[src/ssp_pkg.sv]
// shared constants, types and helpers for the shortest path block
`timescale 1ns / 1ps
`default_nettype none

package ssp_pkg;

   localparam int MAX_VERTICES = 32;
   localparam int MAX_EDGES    = 256;
   localparam int WEIGHT_BITS  = 16;

   localparam int OP_W       = 2;
   localparam int VID_W      = 5;
   localparam int WIN_W      = 16;
   localparam int VC_W       = 6;
   localparam int DIST_W     = 32;
   localparam int CSR_IDX_W  = 1;
   localparam int CSR_DATA_W = 6;
   localparam int VC_RESET   = 32;

   localparam int VERTEX_W = $clog2(MAX_VERTICES);
   localparam int VCNT_W   = $clog2(MAX_VERTICES + 1);
   localparam int EDGE_AW  = (MAX_EDGES > 1) ? $clog2(MAX_EDGES) : 1;
   localparam int ECNT_W   = $clog2(MAX_EDGES + 1);

   localparam logic [CSR_IDX_W-1:0] CSR_VERTEX_COUNT  = 1'd0;
   localparam logic [CSR_IDX_W-1:0] CSR_SOURCE_VERTEX = 1'd1;

   typedef enum logic [OP_W-1:0] {
      OP_ADD   = 2'd0,
      OP_RUN   = 2'd1,
      OP_CLEAR = 2'd2,
      OP_NONE  = 2'd3
   } op_type;

   typedef enum logic [3:0] {
      ST_IDLE,
      ST_ACK,
      ST_INIT,
      ST_PLAN,
      ST_EDGE_RD,
      ST_DIST_RD,
      ST_ADD,
      ST_UPDATE,
      ST_EMIT_RD,
      ST_EMIT_WR
   } state_type;

   typedef struct packed {
      logic latch;
      logic ack;
      logic init;
      logic check_start;
      logic pass_next;
      logic edge_next;
      logic edge_rd;
      logic dist_rd;
      logic add;
      logic update;
      logic emit_rd;
      logic emit_wr;
      logic vertex_next;
   } cmd_type;

   typedef struct packed {
      logic out_free;
      logic src_ok;
      logic edges_none;
      logic nv_one;
      logic improve;
      logic check_mode;
      logic edge_last;
      logic pass_last;
      logic vertex_last;
   } status_type;

   typedef struct packed {
      logic [VID_W-1:0]              origin;
      logic [VID_W-1:0]              target;
      logic signed [WEIGHT_BITS-1:0] weight;
   } edge_type;

   function automatic logic signed [WEIGHT_BITS-1:0] to_weight(
      input logic signed [WIN_W-1:0] raw);
      logic signed [31:0] ext;
      ext = 32'(raw);
      return ext[WEIGHT_BITS-1:0];
   endfunction

endpackage

`default_nettype wire

[src/ssp_ctrl.sv]
// controller state machine sequencing loads, relax passes and result emission
`timescale 1ns / 1ps
`default_nettype none

module ssp_ctrl (
   input  wire logic                     clock,
   input  wire logic                     reset,
   input  wire logic                     req_valid,
   output logic                          req_stall,
   input  wire logic [ssp_pkg::OP_W-1:0] req_op,
   input  wire ssp_pkg::status_type      status,
   output ssp_pkg::cmd_type              cmd
);

   ssp_pkg::state_type state_ff, state_in;

   always_ff @(posedge clock) begin
      if (reset) begin
         state_ff <= ssp_pkg::ST_IDLE;
      end else begin
         state_ff <= state_in;
      end
   end

   always_comb begin
      state_in  = state_ff;
      cmd       = '0;
      req_stall = 1'b1;
      unique case (state_ff)
         ssp_pkg::ST_IDLE: begin
            req_stall = 1'b0;
            if (req_valid) begin
               cmd.latch = 1'b1;
               if (ssp_pkg::op_type'(req_op) == ssp_pkg::OP_RUN) begin
                  state_in = ssp_pkg::ST_INIT;
               end else begin
                  state_in = ssp_pkg::ST_ACK;
               end
            end
         end
         ssp_pkg::ST_ACK: begin
            if (status.out_free) begin
               cmd.ack  = 1'b1;
               state_in = ssp_pkg::ST_IDLE;
            end
         end
         ssp_pkg::ST_INIT: begin
            cmd.init = 1'b1;
            state_in = ssp_pkg::ST_PLAN;
         end
         ssp_pkg::ST_PLAN: begin
            if (!status.src_ok || status.edges_none) begin
               state_in = ssp_pkg::ST_EMIT_RD;
            end else begin
               cmd.check_start = status.nv_one;
               state_in        = ssp_pkg::ST_EDGE_RD;
            end
         end
         ssp_pkg::ST_EDGE_RD: begin
            cmd.edge_rd = 1'b1;
            state_in    = ssp_pkg::ST_DIST_RD;
         end
         ssp_pkg::ST_DIST_RD: begin
            cmd.dist_rd = 1'b1;
            state_in    = ssp_pkg::ST_ADD;
         end
         ssp_pkg::ST_ADD: begin
            cmd.add  = 1'b1;
            state_in = ssp_pkg::ST_UPDATE;
         end
         ssp_pkg::ST_UPDATE: begin
            cmd.update = 1'b1;
            if (status.check_mode && status.improve) begin
               state_in = ssp_pkg::ST_EMIT_RD;
            end else if (!status.edge_last) begin
               cmd.edge_next = 1'b1;
               state_in      = ssp_pkg::ST_EDGE_RD;
            end else if (status.check_mode) begin
               state_in = ssp_pkg::ST_EMIT_RD;
            end else if (status.pass_last) begin
               cmd.check_start = 1'b1;
               state_in        = ssp_pkg::ST_EDGE_RD;
            end else begin
               cmd.pass_next = 1'b1;
               state_in      = ssp_pkg::ST_EDGE_RD;
            end
         end
         ssp_pkg::ST_EMIT_RD: begin
            cmd.emit_rd = 1'b1;
            state_in    = ssp_pkg::ST_EMIT_WR;
         end
         ssp_pkg::ST_EMIT_WR: begin
            if (status.out_free) begin
               cmd.emit_wr = 1'b1;
               if (status.vertex_last) begin
                  state_in = ssp_pkg::ST_IDLE;
               end else begin
                  cmd.vertex_next = 1'b1;
                  state_in        = ssp_pkg::ST_EMIT_RD;
               end
            end
         end
         default: begin
            state_in = ssp_pkg::ST_IDLE;
         end
      endcase
   end

endmodule

`default_nettype wire

[config.mk]
export PLATFORM = sky130hd
export DESIGN_NAME = ssp_ctrl
export DESIGN_NICKNAME = d
export VERILOG_FILES = /design/src/ssp_pkg.sv /design/src/ssp_ctrl.sv
export SDC_FILE = /design/constraint.sdc
export NUM_CORES = 1
export LEC_CHECK = 0
export ABC_AREA = 0
export BUFFER_PORTS_ARGS = -buffer_cell sky130_fd_sc_hd__buf_2
export CAP_MARGIN = 30
export CELL_PAD_IN_SITES_DETAIL_PLACEMENT = 0
export CELL_PAD_IN_SITES_GLOBAL_PLACEMENT = 2
export CORE_MARGIN = 2
export CORE_UTILIZATION = 16
export DETAILED_ROUTE_END_ITERATION = 12
export PLACE_DENSITY = 0.77
export SLEW_MARGIN = 5
export SYNTH_ARGS = -nofsm -noshare
export SYNTH_HDL_FRONTEND = slang
export SYNTH_SLANG_ARGS = --single-unit
[constraint.sdc]
create_clock -name clock -period 1.11 [get_ports clock]
set_input_delay 0.1665 -clock clock [delete_from_list [all_inputs] [get_ports clock]]
set_output_delay 0.1665 -clock clock [all_outputs]
set_load 0.02 [all_outputs]
# [Word-level counts from Yosys, hierarchy flattened]
# Cells that the tools add are included.
[word_totals] regBits=4 inputBits=14 elab_cells=52
[classes] eq_ne=13 muxes=33 reduce_logical=5
[op_table] cell="4-bit one-hot mux with 10 select lines" n=1
[op_table] cell="4-bit 2-to-1 mux" n=8
[op_table] cell="4-bit by 3-bit == test with 1-bit output, second input constant" n=4
[op_table] cell="1-bit 2-to-1 mux" n=16
[op_table] cell="2-bit 2-to-1 mux" n=6
[op_table] cell="4-bit by 2-bit == test with 1-bit output, second input constant" n=2
[op_table] cell="4-bit == test, second input constant" n=2
[op_table] cell="2-bit inequality test, second input constant" n=3
[op_table] cell="4-bit by 1-bit == test with 1-bit output, second input constant" n=1
[op_table] cell="4-bit zero test" n=1
[op_table] cell="3-bit 2-to-1 mux" n=1
[op_table] cell="3-bit AND reduction" n=1
[op_table] cell="2-bit by 1-bit == test with 1-bit output, second input constant" n=1
[op_table] cell="1-bit one-hot mux with 2 select lines" n=1
[op_table] cell="1-bit logical AND" n=1
[op_table] cell="1-bit zero test" n=1
[op_table] cell="1-bit logical OR" n=1

# [Longest topological paths before layout]
# Gate-level depths: netlist of run 1.
[depth] word_depth=5 ltp_mapped=6

# [Worst setup path before layout of run 1]
# Ideal clock, no wire load.
[synth_path] path_kind="reg-to-output" startpoint="register state_ff[3]" endpoint="output cmd[8] (netlist name)" arrival_time_ns=1.547 t_required_ns=0.943 setup_slack_ns=-0.604 stages_incl_launch_ff=5 n_path_buf=1 path_cell_list="dfxtp_1 buf_2 nor2b_1 nand3_1 nor4b_1"
[synth_lines] item="from (decl)" line_no="ssp_ctrl.sv:15" text="ssp_pkg::state_type state_ff, state_in;"
[synth_lines] item="from (signal assigned)" line_no="ssp_ctrl.sv:19" text="state_ff <= ssp_pkg::ST_IDLE;"
[synth_lines] item="from (signal assigned)" line_no="ssp_ctrl.sv:21" text="state_ff <= state_in;"
[synth_lines] item="to (decl)" line_no="ssp_ctrl.sv:12" text="output ssp_pkg::cmd_type cmd"

==> run summary, run 1 <==
Die area - 2790 µm²
Gr ovfl total - 0
# diodes - 0
Critical path startpoint category - flop
Hold path cells - 2
Drt total wl - 1.61 mm
Die Width - 52.8 µm
Setup CP Type - reg -> out
Core Area - 2230 µm²
Combinational power share - 52.6%
Post-synth ARST share - 0%
# DRC - 0
Clock transition at path regs - 0.04 ns
Final WS setup - -0.354 ns
Detail Placement HPWL - 1.06 mm
Leak - 0.458 nW
Status - finished, violations left
Seq/Total Area, Yosys - 21.0%
DIE HEIGHT - 52.8 µm
Final hold vios - 0
Commonest non-fill, non-tap cell in the layout - buf_6
Pwr/cell area - 647 nW/µm²
Ys flop type - dfxtp_1
Tightest Hold Check Type - in -> reg
Required @ worst endpoint - 0.94 ns
Share of cells above drive strength 1 - 82.9%
Mapped Avg Cell Area - 6.81 µm²
Gate Count Post-Synth - 56
Vias per cell - 4.44
Quantity of I/O buffers inserted on ports - 27
Mapped cell area - 382 µm²
Least-Margin Pin Slew - 0.322 ns
CP arrival - 1.30 ns
Worst Clk Skew - 0.00606 ns
Crit-path max cell delay - 0.35 ns
Sequential Power Share - 21.9%
Io pins - 28
Smallest hold slack - 0.144 ns
Crit. End Element - output pin
Post-synth EDFFs - 0
Ys Warns - 0
Routed vias - 590
Hold Buf Count CTS - 0
Initial drt markers - 2
Crit Path Max Fanout - 3
Clock Tree Buf Depth - 2
Largest net degree at the start of global routing - 12
Max-Cap Viols - 0
FF-to-FF setup slack - -0.29 ns
Final Cycle Share - 132%
Starting Density - 17.1%
Root buf cell - clkbuf_4
Max Fclk - 0.683 GHz
DRT Pass-1 Iters - 2
Post-route cell area - 1100 µm²
Most frequent cells in the layout - buf_6 (20), buf_4 (15), buf_2 (13), nor2_4 (4)
Hold Path End - state_ff[3]$_SDFFE_PP0P_
Clock network fraction of design power - 25.5%
H-tree levels - 1
RSZ-0062 raised after global routing - yes
Hold path start - reset
Max reg flops - 4
First-pass GRT wire length - 2.36 mm
Max transition margin - 78.5%
Cell variety after synth - 24
Biggest regs - state_ff (4)
Synth Register Bits - 4
Routed Antenna Nets - 0
Util after Layout - 49.2%
Critical Path Slowest Stage Cell - dfxtp_4
Vias in the first global route - 554
Reg2Reg Depth - 6
Slew Viols, Final - 0
Area growth from synthesis to layout - 188%
Largest Register - state_ff
NumNets Final - 121
Net count after synthesis - 70
Violated checks - setup timing
Placer Congestion - 0.749
Final critical-path required period - 1.46 ns
Fillers - 217
Setup-failing EPs final - 18
Peak supply drop - 0.464 mV
CP cell instances - nor2b_4 > nand3_4 > nor4b_4 > buf_4
Net Sw Frac - 35.2%
CTS Buf Count - 3
Initial antenna violation count - 0
Sw power - 251 µW
Setup TNS - -4.58 ns
Clock tree sinks - 4
DP Area - 717 µm²
CTS tree - done
RR Endpoint - state_ff[2]$_SDFFE_PP0P_
Worst skew pair latency - 0.23 ns
Crit Reg-Reg Startpoint - state_ff[3]$_SDFFE_PP0P_
Floorplan row count - 17
Global Route Usage Sum - 11.4%
DR WL/cell - 12.1 µm
Internal Power - 462 µW
## cell families (layout without fill, tap and decap cells)
family | after synthesis | after routing | synth area share [%]
compound gates | 15 | 15 | 27.2
buf+inv | 6 | 55 | 7.21
flops | 4 | 4 | 21.0
simple gates | 31 | 31 | 44.6
## repair_timing
item | in CTS | in global routing
pin swaps | 12 | 4
gates resized for setup | 44 | 22
buffers inserted | 7 | 5
setup endpoints to repair | 18 | 18
## power groups by stage
stage	Combinational (mW)	Sequential (mW)	Clock, mW
finish	0.374	0.156	0.182
global route	0.400	0.157	0.201
CTS	0.313	0.157	0.187
detailed placement	0.234	0.162	0
global placement	0.234	0.162	0
floorplan	0.138	0.158	0
## cell type report
| cell class | instances | area, µm² | area share, % |
|---|---|---|---|
| Clock buffer | 3 | 22.5 | 2.05 |
| Inverter | 2 | 10.0 | 0.910 |
| Multi-Input combinational cell | 46 | 502 | 45.6 |
| Sequential cell | 4 | 92.6 | 8.42 |
| Tap cell | 28 | 35.0 | 3.19 |
| Timing Repair Buffer | 50 | 438 | 39.8 |
## how the worst max path moves through the flow
stage	startpoint	to	slack [ns]	cells after the start
after CTS	state_ff[3]$_SDFFE_PP0P_	cmd[9]	-0.36	6
final	state_ff[3]$_SDFFE_PP0P_	cmd[8]	-0.35	4
after floorplan	state_ff[3]$_SDFFE_PP0P_	cmd[9]	-0.12	6
after global placement	state_ff[2]$_SDFFE_PP0P_	state_ff[1]$_SDFFE_PP0P_	-0.24	4
after global routing	state_ff[3]$_SDFFE_PP0P_	cmd[9]	-0.44	6
after detailed placement	state_ff[2]$_SDFFE_PP0P_	state_ff[1]$_SDFFE_PP0P_	-0.28	4
## worst max-delay path, delay by kind of cell (launching register included)
kind | cells | cell delay [ns]
buffers and inverters | 1 | 0.18
flip-flops | 1 | 0.35
AND/OR/NAND/NOR | 3 | 0.54
## synth_stat cells, drive strengths merged (2+ instances only)
| cell | instances | area share (%) |
|---|---|---|
| nand3 | 3 | 3.9 |
| nand2 | 5 | 4.9 |
| nand2b | 2 | 3.3 |
| nor3b | 3 | 5.9 |
| inv | 2 | 2.0 |
| o21a | 2 | 3.9 |
| and3 | 3 | 4.9 |
| dfxtp | 4 | 21 |
| nor3 | 3 | 3.9 |
| a21oi | 5 | 7.5 |
| buf | 4 | 5.2 |
| nor2 | 6 | 5.9 |
| nor2b | 3 | 4.9 |
| o21ai | 4 | 5.2 |
## routing by layer
layer / up-vias / share of wire, % / GRT usage (%)
li1: 304 / - / -
met1: 277 / 40 / 13.5
met2: 9 / 57 / 20.4
met5: - / 0 / 0
met3: 0 / 2.8 / 2.00
met4: 0 / 0 / 3.85
## metrics by stage
step | power, mW | instances | worst slack, ns
after floorplan | 0.296 | 56 | -0.122
after global placement | 0.396 | 118 | -0.242
after detailed placement | 0.396 | 118 | -0.283
after CTS | 0.658 | 128 | -0.358
after global routing | 0.758 | 133 | -0.439
final | 0.712 | 133 | -0.354
No activity file was read; power rests on OpenSTA's default activity.
==> inputs of run 2 (changes only) <==
Settings changed: CORE_MARGIN 2 to 8, CORE_UTILIZATION 16 to 19, PLACE_DENSITY 0.77 to 0.85.
Clock period 1.11 ns to 1.9 ns, I/O delays scaled along.
==> run summary, run 2 (synthesis gave the netlist of run 1 again) <==
Status - completed
Initial drt markers - 4
Max Fclk - 0.575 GHz
Worst skew pair latency - 0.24 ns
Commonest non-fill, non-tap cell in the layout - buf_2
NumNets Final - 100
Final Cycle Share - 91.5%
CTS Buf Count - 3
Peak supply drop - 0.293 mV
Clock transition at path regs - 0.04 ns
DRT Pass-1 Iters - 2
Die Width - 60.8 µm
Critical path startpoint category - flop
Vias in the first global route - 492
Crit Path Max Fanout - 11
Largest net degree at the start of global routing - 12
First-pass GRT wire length - 2.00 mm
Setup TNS - 0 ns
Gr ovfl total - 0
Share of cells above drive strength 1 - 42.9%
Starting Density - 19.9%
Worst Path Buf+Inv - 1
CP startpoint - state_ff[1]$_SDFFE_PP0P_
Clock tree sinks - 4
Root buf cell - clkbuf_4
Setup-failing EPs final - 0
Most frequent cells in the layout - buf_2 (27), nor2_1 (6), nand2_1 (5), a21oi_1 (4), dfxtp_1 (4)
Area growth from synthesis to layout - 48.9%
Smallest hold slack - 0.228 ns
Worst Clk Skew - 0.00468 ns
Vias per cell - 4.58
Final critical-path required period - 1.74 ns
CP arrival - 1.45 ns
Setup Fix Bufs, Post-CTS - 0
Crit-path max cell delay - 0.53 ns
Quantity of I/O buffers inserted on ports - 27
Die area - 3700 µm²
Core Area - 1920 µm²
Fillers - 232
Hold Buf Count CTS - 0
# DRC - 0
CTS tree - done
Least-Margin Pin Slew - 0.441 ns
Io pins - 28
Crit. End Element - output pin
Routed Antenna Nets - 0
Slew Viols, Final - 0
Final hold vios - 0
Drt total wl - 1.31 mm
DIE HEIGHT - 60.8 µm
Required @ worst endpoint - 1.62 ns
Max reg flops - 4
Routed vias - 508
Initial antenna violation count - 0
Leak - 0.280 nW
Placer Congestion - 0.718
Floorplan row count - 16
Biggest regs - state_ff (4)
H-tree levels - 1
# diodes - 0
Setup CP Type - reg -> out
Max transition margin - 70.1%
CP cell instances - nand3_1 > nor4b_1 > buf_2
Pwr/cell area - 537 nW/µm²
Clock Tree Buf Depth - 2
Tightest Hold Check Type - in -> reg
Max-Cap Viols - 0
Critical Path Slowest Stage Cell - dfxtp_1
Post-CTS Resized - 0
Global Route Usage Sum - 6.99%
Pwr Total - 305 µW
Util after Layout - 29.6%
Worst path top cell family by delay - flip-flops
RSZ-0062 raised after global routing - no
Crit Reg-Reg Startpoint - state_ff[1]$_SDFFE_PP0P_
DR WL/cell - 11.8 µm
Hold path start - reset
Detail Placement HPWL - 1.08 mm
Largest Register - state_ff
[run 2: path summary, 6_finish.rpt]
check	end	slack (ns)	cells after the start
max	cmd[8]	0.16	3
min	state_ff[3]$_SDFFE_PP0P_	0.23	2
max reg2reg	state_ff[1]$_SDFFE_PP0P_	0.40	4
min reg2reg	state_ff[1]$_SDFFE_PP0P_	0.59	2
[run 2: routing by layer]
layer | vias up | part of all wire [%] | global-route usage (%)
li1 | 259 | - | -
met1 | 237 | 41 | 7.10
met2 | 10 | 53 | 12.7
met3 | 2 | 5.6 | 2.33
met4 | 0 | 0.61 | 2.99
met5 | - | 0 | 0
[run 2: cell type report]
type                       count  area (µm²)  area share (%)
clock buffer                   3        22.5            3.96
inverter                       2        7.51            1.32
multi-input combinational     46         274            48.2
sequential                     4        80.1            14.1
tap                           27        33.8            5.95
timing repair buffer          29         150            26.4
[run 2: where the power goes]
group / internal, mW / total (mW) / switching, mW
combinational: 0.0425 / 0.0997 / 0.0572
sequential: 0.0890 / 0.0949 / 0.00587
clock: 0.0710 / 0.110 / 0.0395
total: 0.203 / 0.305 / 0.103
[run 2: worst register-to-register path, cell delays in order (launching register included)]
cell and delay, ns:
dfxtp_1 0.41, or2_4 0.31, a21oi_2 0.16, o311ai_1 0.16, a2111oi_2 0.36
[run 2: through the flow]
step | setup WS [ns] | std cells | instance area (µm²)
floorplan | 0.0679 | 56 | 382
global placement | 0.435 | 108 | 546
detailed placement | 0.430 | 108 | 546
CTS | 0.176 | 111 | 568
global route | 0.0334 | 111 | 568
finish | 0.161 | 111 | 568
==> inputs of run 3 (changes only) <==
Settings changed: CORE_UTILIZATION 19 to 20, CTS_BUF_LIST set to sky130_fd_sc_hd__clkbuf_2 sky130_fd_sc_hd__clkbuf_4 sky130_fd_sc_hd__clkbuf_8, PLACE_DENSITY 0.85 to 0.89.
==> run summary, run 3 (synthesis gave the netlist of run 1 again) <==
Initial drt markers - 2
Root buf cell - clkbuf_4
Sequential Power Share - 31.2%
Slew Viols, Final - 0
First-pass GRT wire length - 2.01 mm
# DRC - 0
Routed Antenna Nets - 0
Core Area - 1880 µm²
Global Route Usage Sum - 7.60%
Commonest non-fill, non-tap cell in the layout - buf_2
Starting Density - 20.3%
Final Cycle Share - 90.1%
Combinational power share - 32.6%
Max-Cap Viols - 0
Clock Tree Buf Depth - 2
Routed vias - 508
Tightest Hold Check Type - in -> reg
Required @ worst endpoint - 1.62 ns
Area growth from synthesis to layout - 49.8%
DRT Pass-1 Iters - 3
Setup Fix Bufs, Post-CTS - 0
Gr ovfl total - 0
Clock network fraction of design power - 36.2%
Critical path startpoint category - flop
Pwr Total - 305 µW
Share of cells above drive strength 1 - 45.2%
Max transition margin - 69.2%
Setup TNS - 0 ns
Initial antenna violation count - 0
Status - completed
Clock transition at path regs - 0.04 ns
NumNets Final - 100
Drt total wl - 1.29 mm
CTS Buf Count - 3
Final critical-path required period - 1.71 ns
Largest net degree at the start of global routing - 12
DIE HEIGHT - 59.7 µm
Util after Layout - 30.4%
Die Width - 59.7 µm
Placer Congestion - 0.715
Crit. End Element - output pin
Internal Power - 204 µW
Quantity of I/O buffers inserted on ports - 27
Most frequent cells in the layout - buf_2 (27), nor2_1 (6), nand2_1 (5), a21oi_1 (4)
Post-CTS Resized - 0
Crit Path Max Fanout - 11
Worst Clk Skew - 0.000216 ns
Least-Margin Pin Slew - 0.455 ns
Vias in the first global route - 479
H-tree levels - 1
Pwr/cell area - 534 nW/µm²
# diodes - 0
Net Sw Frac - 33.3%
Vias per cell - 4.58
Leak - 0.281 nW
Floorplan row count - 16
Fillers - 232
Final hold vios - 0
Die area - 3560 µm²
Setup CP Type - reg -> out
Max reg flops - 4
Clock tree sinks - 4
Io pins - 28
Setup-failing EPs final - 0
CP arrival - 1.43 ns
Biggest regs - state_ff (4)
DR WL/cell - 11.6 µm
Worst skew pair latency - 0.24 ns
CTS tree - done
Hold Buf Count CTS - 0
Sw power - 102 µW
Peak supply drop - 0.204 mV
RSZ-0062 raised after global routing - no
Largest Register - state_ff
Detail Placement HPWL - 1.06 mm
Max Fclk - 0.584 GHz
[run 3: changes by cell type in the layout (fill, tap and decap cells not counted)]
cell     delta
dfxtp_1     -1
dfxtp_2     +1
nor2b_1     -1
nor2b_2     +1
[run 3: per-stage QoR]
stage / hold slack, ns / std cells / cell area, µm² / setup slack, ns
floorplan: 0.354 / 56 / 382 / 0.0679
global placement: 0.475 / 108 / 546 / 0.431
detailed placement: 0.476 / 108 / 546 / 0.427
CTS: 0.222 / 111 / 568 / 0.154
global route: 0.231 / 111 / 572 / 0.0100
finish: 0.226 / 111 / 572 / 0.188
[run 3: critical path: stages (launching register included)]
cell and delay (ns):
dfxtp_1 0.40, nor3b_1 0.34, nand3_1 0.15, o21ai_1 0.12
buf_2 0.17
[run 3: power by group through the flow]
stage,sequential (mW),combinational (mW),clock [mW]
after CTS,0.0946,0.0996,0.114
final,0.0953,0.0994,0.111
after global routing,0.0965,0.110,0.123
after floorplan,0.0921,0.0660,0
after global placement,0.0956,0.0987,0
after detailed placement,0.0960,0.0993,0
[run 3: area by class of cell]
class                           instances  area, µm²  share of cell area [%]
Inverter                                2       7.51                    1.31
Clock buffer                            3       22.5                    3.94
Timing Repair Buffer                   29        150                    26.3
Tap cell                               27       33.8                    5.91
Sequential cell                         4       81.3                    14.2
Multi-Input combinational cell         46        277                    48.4
[run 3: routing by layer]
layer | up-vias | routed length (µm) | GRT usage, %
met1 | 234 | 516 | 7.16
met4 | 0 | 8 | 5.10
met3 | 2 | 99 | 4.52
met5 | - | 0 | 0
met2 | 11 | 663 | 12.2
li1 | 261 | - | -
[run 3: worst paths after layout]
kind / start / to / slack (ns) / cells past startpoint
hold / removal: reset / state_ff[3]$_SDFFE_PP0P_ / 0.23 / 2
setup / recovery: state_ff[2]$_SDFFE_PP0P_ / cmd[9] / 0.19 / 4
hold reg to reg: state_ff[1]$_SDFFE_PP0P_ / state_ff[3]$_SDFFE_PP0P_ / 0.56 / 2
setup reg to reg: state_ff[2]$_SDFFE_PP0P_ / state_ff[1]$_SDFFE_PP0P_ / 0.44 / 4
